--- config.mk ---
export PLATFORM = sky130hd
export DESIGN_NAME = touch_chord_debounce_recognizer_core
export DESIGN_NICKNAME = d
export VERILOG_FILES = /design/src/rtl/tcdr_pkg.sv /design/src/rtl/touch_chord_debounce_recognizer_core.sv
export SDC_FILE = /design/constraint.sdc
export NUM_CORES = 1
export LEC_CHECK = 0
export BUFFER_PORTS_ARGS = -buffer_cell sky130_fd_sc_hd__buf_2
export CAP_MARGIN = 0
export CORE_MARGIN = 2
export CORE_UTILIZATION = 50
export CTS_CLUSTER_DIAMETER = 50
export DETAILED_ROUTE_END_ITERATION = 7
export HOLD_SLACK_MARGIN = 0.03
export PLACE_DENSITY_LB_ADDON = 0.2
export SYNTH_ARGS = -nofsm -noshare
export SYNTH_HDL_FRONTEND = slang
export SYNTH_SLANG_ARGS = --single-unit
--- constraint.sdc ---
create_clock -name clk -period 7.9 [get_ports clk]
set_input_delay 1.58 -clock clk [delete_from_list [all_inputs] [get_ports clk]]
set_output_delay 1.58 -clock clk [all_outputs]
set_load 0.1 [all_outputs]
--- src/rtl/tcdr_pkg.sv ---
// Shared constants, register indexes and reset values for the touch chord recogniser.
package tcdr_pkg;

	localparam int DEF_NUM_LINES = 4;
	localparam int DEF_NUM_CODES = 6;

	localparam int COUNT_W    = 6;
	localparam int TIME_W     = 16;
	localparam int IDX_W      = 3;
	localparam int CFG_IDX_W  = 4;
	localparam int CFG_DATA_W = 16;

	localparam logic [CFG_IDX_W-1:0] REG_DEBOUNCE  = 4'd0;
	localparam logic [CFG_IDX_W-1:0] REG_SETTLE    = 4'd1;
	localparam int                   REG_CODE_BASE = 2;

	localparam logic [COUNT_W-1:0] DEBOUNCE_RST = 6'd32;
	localparam logic [TIME_W-1:0]  SETTLE_RST   = 16'd1000;

	// Reset value of each chord code; codes past the sixth reset to zero.
	function automatic logic [7:0] code_reset(input int idx);
		logic [7:0] val;
		case (idx)
			0: val = 8'd6;
			1: val = 8'd13;
			2: val = 8'd5;
			3: val = 8'd10;
			4: val = 8'd9;
			5: val = 8'd11;
			default: val = 8'd0;
		endcase
		return val;
	endfunction

endpackage

--- src/rtl/touch_chord_debounce_recognizer_core.sv ---
// Touch line debouncer and chord recogniser with stream input and output.
// An accepted input word is registered in the input stage, then its result word in the output stage.
// Throughput: one word per cycle unless the output stalls; debounce, settle and match logic sits in the output stage.
// Reset clears the counters, the debounced vector, the match and settle flags and the pipeline.
// Reset loads the configuration registers with their default values.
module touch_chord_debounce_recognizer_core #(
	parameter int NUM_LINES = tcdr_pkg::DEF_NUM_LINES,
	parameter int NUM_CODES = tcdr_pkg::DEF_NUM_CODES
) (
	input  logic clk,
	input  logic arst_n,
	// raw_lines [NUM_LINES-1:0], now_ms [NUM_LINES+15:NUM_LINES], zero padding above
	input  logic [((NUM_LINES + tcdr_pkg::TIME_W + 7) / 8) * 8 - 1:0] s_tdata,
	input  logic s_tvalid,
	output logic s_tready,
	// stable_lines [NUM_LINES-1:0], match_found, match_index (3 bits), zero padding above
	output logic [((NUM_LINES + 1 + tcdr_pkg::IDX_W + 7) / 8) * 8 - 1:0] m_tdata,
	output logic m_tvalid,
	input  logic m_tready,
	input  logic cfg_valid,
	output logic cfg_ready,
	input  logic [tcdr_pkg::CFG_IDX_W-1:0] cfg_index,
	input  logic [tcdr_pkg::CFG_DATA_W-1:0] cfg_data
);
	import tcdr_pkg::*;

	// Configuration registers.
	logic [COUNT_W-1:0]   debounce_q;
	logic [TIME_W-1:0]    settle_q;
	logic [NUM_LINES-1:0] code_q [NUM_CODES];

	// Recogniser state.
	logic [COUNT_W-1:0]   cnt_q [NUM_LINES];
	logic [NUM_LINES-1:0] stable_q;
	logic                 matched_q;
	logic [TIME_W-1:0]    start_q;
	logic                 settled_q;

	// Input stage.
	logic                 valid_s1;
	logic [NUM_LINES-1:0] raw_s1;
	logic [TIME_W-1:0]    now_s1;

	// Output stage.
	logic                 valid_s2;
	logic [NUM_LINES-1:0] lines_s2;
	logic                 found_s2;
	logic [IDX_W-1:0]     idx_s2;

	logic                 adv;
	logic [COUNT_W-1:0]   cnt_d [NUM_LINES];
	logic [NUM_LINES-1:0] vec_d;
	logic [TIME_W-1:0]    start_d;
	logic [TIME_W-1:0]    elapsed;
	logic                 settled_d;
	logic                 armed;
	logic                 hit;
	logic [IDX_W-1:0]     hit_idx;
	logic                 found_d;
	logic                 matched_d;

	assign adv       = valid_s1 && (!valid_s2 || m_tready);
	assign s_tready  = !valid_s1 || adv;
	assign cfg_ready = 1'b1;
	assign m_tvalid  = valid_s2;

	always_comb begin
		m_tdata = '0;
		m_tdata[NUM_LINES-1:0] = lines_s2;
		m_tdata[NUM_LINES] = found_s2;
		m_tdata[NUM_LINES+IDX_W:NUM_LINES+1] = idx_s2;
	end

	always_comb begin
		vec_d = stable_q;
		for (int i = 0; i < NUM_LINES; i++) begin
			if (!raw_s1[i]) begin
				cnt_d[i] = '0;
				vec_d[i] = 1'b0;
			end else begin
				cnt_d[i] = (cnt_q[i] < debounce_q) ? cnt_q[i] + 1'b1 : cnt_q[i];
				if (cnt_d[i] >= debounce_q) begin
					vec_d[i] = 1'b1;
				end
			end
		end

		// A first touch after all lines released restarts the settle timer.
		start_d = (stable_q == '0 && vec_d != '0) ? now_s1 : start_q;
		elapsed = now_s1 - start_d;
		if (vec_d == '0) begin
			settled_d = 1'b0;
		end else begin
			settled_d = ((stable_q == '0) ? 1'b0 : settled_q) || (elapsed > settle_q);
		end

		armed = !(matched_q && (stable_q == vec_d));
		hit = 1'b0;
		hit_idx = '0;
		for (int i = NUM_CODES - 1; i >= 0; i--) begin
			if (code_q[i] == vec_d) begin
				hit = 1'b1;
				hit_idx = IDX_W'(i);
			end
		end
		found_d   = (vec_d != '0) && settled_d && armed && hit;
		matched_d = ((stable_q != vec_d) ? 1'b0 : matched_q) || found_d;
	end

	always_ff @(posedge clk or negedge arst_n) begin
		if (!arst_n) begin
			debounce_q <= DEBOUNCE_RST;
			settle_q <= SETTLE_RST;
			for (int i = 0; i < NUM_CODES; i++) begin
				code_q[i] <= NUM_LINES'(code_reset(i));
			end
		end else if (cfg_valid && cfg_ready) begin
			if (cfg_index == REG_DEBOUNCE) begin
				debounce_q <= cfg_data[COUNT_W-1:0];
			end
			if (cfg_index == REG_SETTLE) begin
				settle_q <= cfg_data[TIME_W-1:0];
			end
			for (int i = 0; i < NUM_CODES; i++) begin
				if (cfg_index == CFG_IDX_W'(REG_CODE_BASE + i)) begin
					code_q[i] <= cfg_data[NUM_LINES-1:0];
				end
			end
		end
	end

	always_ff @(posedge clk or negedge arst_n) begin
		if (!arst_n) begin
			valid_s1 <= 1'b0;
		end else if (s_tready) begin
			valid_s1 <= s_tvalid;
		end
	end

	always_ff @(posedge clk) begin
		if (s_tvalid && s_tready) begin
			raw_s1 <= s_tdata[NUM_LINES-1:0];
			now_s1 <= s_tdata[NUM_LINES+TIME_W-1:NUM_LINES];
		end
	end

	always_ff @(posedge clk or negedge arst_n) begin
		if (!arst_n) begin
			valid_s2 <= 1'b0;
			for (int i = 0; i < NUM_LINES; i++) begin
				cnt_q[i] <= '0;
			end
			stable_q <= '0;
			matched_q <= 1'b0;
			start_q <= '0;
			settled_q <= 1'b0;
		end else begin
			if (adv) begin
				valid_s2 <= 1'b1;
			end else if (m_tready) begin
				valid_s2 <= 1'b0;
			end
			if (adv) begin
				for (int i = 0; i < NUM_LINES; i++) begin
					cnt_q[i] <= cnt_d[i];
				end
				stable_q <= vec_d;
				matched_q <= matched_d;
				start_q <= start_d;
				settled_q <= settled_d;
			end
		end
	end

	always_ff @(posedge clk) begin
		if (adv) begin
			lines_s2 <= vec_d;
			found_s2 <= found_d;
			idx_s2 <= found_d ? hit_idx : '0;
		end
	end

	a_match_nonzero: assert property (@(posedge clk) disable iff (!arst_n)
		(valid_s2 && found_s2) |-> (lines_s2 != '0))
		else $error("Match reported for an empty vector.");

	a_idx_zero: assert property (@(posedge clk) disable iff (!arst_n)
		(valid_s2 && !found_s2) |-> (idx_s2 == '0))
		else $error("Match index not zero without a match.");

	a_match_once: assert property (@(posedge clk) disable iff (!arst_n)
		(adv && found_d) |=> matched_q)
		else $error("Match flag not set after a reported match.");

	a_settled_touch: assert property (@(posedge clk) disable iff (!arst_n)
		settled_q |-> (stable_q != '0))
		else $error("Settled with all lines released.");

endmodule

==> summary.txt <==
status = finished clean
number of diodes = 0
Avg Cell Area, Syn = 10.9 µm²
flops & latches, synth = 122
leak pwr = 0.00422 µW
max cap viols = 0
synth warn = 0
syn_nets = 844
Initial Utilization = 0.513
synthesized cell area = 7800 µm²
R2R setup slack = 0.35 ns
clk sinks = 122
CP Launch Type = flop
critical path capture point = found_s2
most frequent CP cell = a21o_1
DR DRC count = 0
total power = 4370 µW
die area = 16600 µm²
period utilization = 0.956
Die Span Y = 129 µm
Core Region = 15200 µm²
Data arrival, critical path = 7.69 ns
dpl cells = 969
DRT Wirelength = 17.5 mm
Critical Path RT = 8.03 ns
htree depth = 4
CTS Root Cell = clkbuf_16
kind of critical path = reg2reg
RR Startpoint = debounce_q[1]
commonest cells after routing, fill and taps aside = ha_1 (75), dfrtp_1 (73), mux2_2 (64), buf_2 (53), nand2_1 (43)
Reg clk slew, reported paths = 0.05 ns
fmax = 132 MHz
vias = 5896
clock skew = 0.0123 ns
CTS tree = yes
Finished Core Util = 0.611
share of layout cells above drive strength 1 = 0.294
Routed WL per cell = 17.3 µm
final setup fails = 0
worst hold start = settled_q
Nets = 934
Fillers = 1251
Final min period = 7.55 ns
largest cells by area after synthesis = dfrtp_1 (23%), ha_1 (12%), edfxtp_1 (11%)
Final ANT Viol Nets = 0
cell taking the most area after synthesis = dfrtp_1
Slew @ Worst Pin = 0.986 ns
Cell Count, Final, Fillers Out = 1009
Slew HR = 0.342
GRT Util Overall = 0.218
Detailed Routing Iterations Pass 1 = 5
Power per Cell Area = 470 nW/µm²
post-detail-place hpwl = 12.4 mm
CTS Buf Count = 17
Setup crit end kind = flop
initial drt markers = 262
Skew-Pair Late Insertion Delay = 0.43 ns
asr flop ratio synth = 0.770
GRT overflow = 0
top_reg_cell synth = dfrtp_1
worst-path maximum fanout = 8
PortBufs = 54
final slew viol count = 0
final hold viol count = 0
crit path launch = debounce_q[1]
CTS max path bufs = 2
Peak VDD IR = 0.000238 V
R2R Path End = found_s2
slowest stage delay, CP = 0.42 ns
width of the chip = 129 µm
EDFF count, synth = 28
largest net degree at the start of global routing = 68
first-pass GRT wire length = 28.2 mm
Worst Hold Class = reg2reg
crit path max-delay cell type = a2111oi_1
I/O pin cnt = 60
initial antenna violation count = 0
row cnt = 45
post-DR vias/cell = 5.84
vias in the first global route = 5966
register area share after synthesis = 0.413
area fraction of the dominant cell type after synthesis = 0.234
Mapped Cells = 718
Worst R2R Path Depth = 37
area delta synth->final = 19.2%
Netlist cell types = 66
Final Wtd Congestion = 0.852
most common cell after layout, fill and taps aside = ha_1
## registers in the layout (all words and copies together) (netlist names)
signal and cells:
cnt_q 24, now_s1 16, settled_q 1, matched_q 1, debounce_q 6, code_q 24, raw_s1 4, found_s2 1
lines_s2 4, start_q 16, valid_s1 1, m_tvalid 1, stable_q 4, settle_q 16, idx_s2 3
## per-stage QoR
step	worst slack (ns)	TNS (ns)	cell area (µm²)	hold slack, ns
after global routing	-0.0758	-0.260	9290	0.520
after global placement	0.105	0	8440	0.463
after CTS	0.0338	0	9050	0.487
after floorplan	0.0381	0	7800	0.442
final	0.348	0	9290	0.489
after detailed placement	0.00104	0	8440	0.475
## report_power, final
group          total [µW]  switching [µW]  internal, µW
clock network         784             273           511
logic                2630            1430          1200
registers             958             127           831
## how the worst min path moves through the flow
stage                     end  slack, ns  cells past startpoint
floorplan           settled_q       0.44                      2
global placement    settled_q       0.46                      2
detailed placement  settled_q       0.47                      2
CTS                 settled_q       0.49                      2
global route        settled_q       0.52                      2
finish              settled_q       0.49                      2
## worst max-delay path: cells and delay by family (launching register included)
family / cells / cell delay [ns]
adders and majority gates: 6 / 1.51
xor gates and xnor gates: 2 / 0.33
buffers and inverters: 3 / 0.36
and+or+nand+nor: 6 / 0.76
AOI/OAI and AO/OA: 20 / 3.96
DFF: 1 / 0.34
## synth_stat cells (9+ instances only)
| cell | n |
|---|---|
| dfstp_2 | 21 |
| nor2_1 | 24 |
| a22o_1 | 16 |
| dfrtp_1 | 73 |
| and3_1 | 9 |
| edfxtp_1 | 28 |
| o21ai_0 | 30 |
| a21o_1 | 19 |
| a21oi_1 | 25 |
| nand2_1 | 45 |
| xnor2_1 | 38 |
| mux2i_1 | 12 |
| o21a_1 | 10 |
| nand2b_1 | 17 |
| mux2_2 | 64 |
| ha_1 | 76 |
| nor2b_1 | 17 |
| nand4_1 | 15 |
| xor2_1 | 12 |
| inv_1 | 40 |
## final cells by class
| cell class | count | area [µm²] | area share |
|---|---|---|---|
| clock inverter | 5 | 55.1 | 0.00593 |
| clock buffer | 27 | 556 | 0.0598 |
| multi-input combinational | 541 | 4550 | 0.489 |
| inverter | 41 | 158 | 0.0170 |
| tap | 188 | 235 | 0.0253 |
| timing repair buffer | 85 | 522 | 0.0562 |
| sequential | 122 | 3220 | 0.346 |
## routing by layer
layer  vias up  track usage  routed length, µm
met5         -            0                  0
met4         0       0.0857                382
met3        30       0.0416                587
met2       124        0.392               9140
met1      2906        0.256               7400
li1       2836            -                  -
## repair_timing
| action | CTS | global route |
|---|---|---|
| resized for setup | 3 | 36 |
| hold buffers | 0 | 0 |
| setup buffers | 0 | 8 |
| setup endpoints to repair | 4 | 6 |
| pin swaps | 0 | 20 |
## cell families after synthesis
group / share of synthesized area
multiplexers: 0.108
XOR/XNOR: 0.0562
AND/OR/NAND/NOR: 0.117
other: 0.000481
adder cells (fa/ha/maj): 0.126
buffers and inverters: 0.0278
flip-flops: 0.413
AO/OA/AOI/OAI: 0.152
No activity file was read; power rests on OpenSTA's default activity.
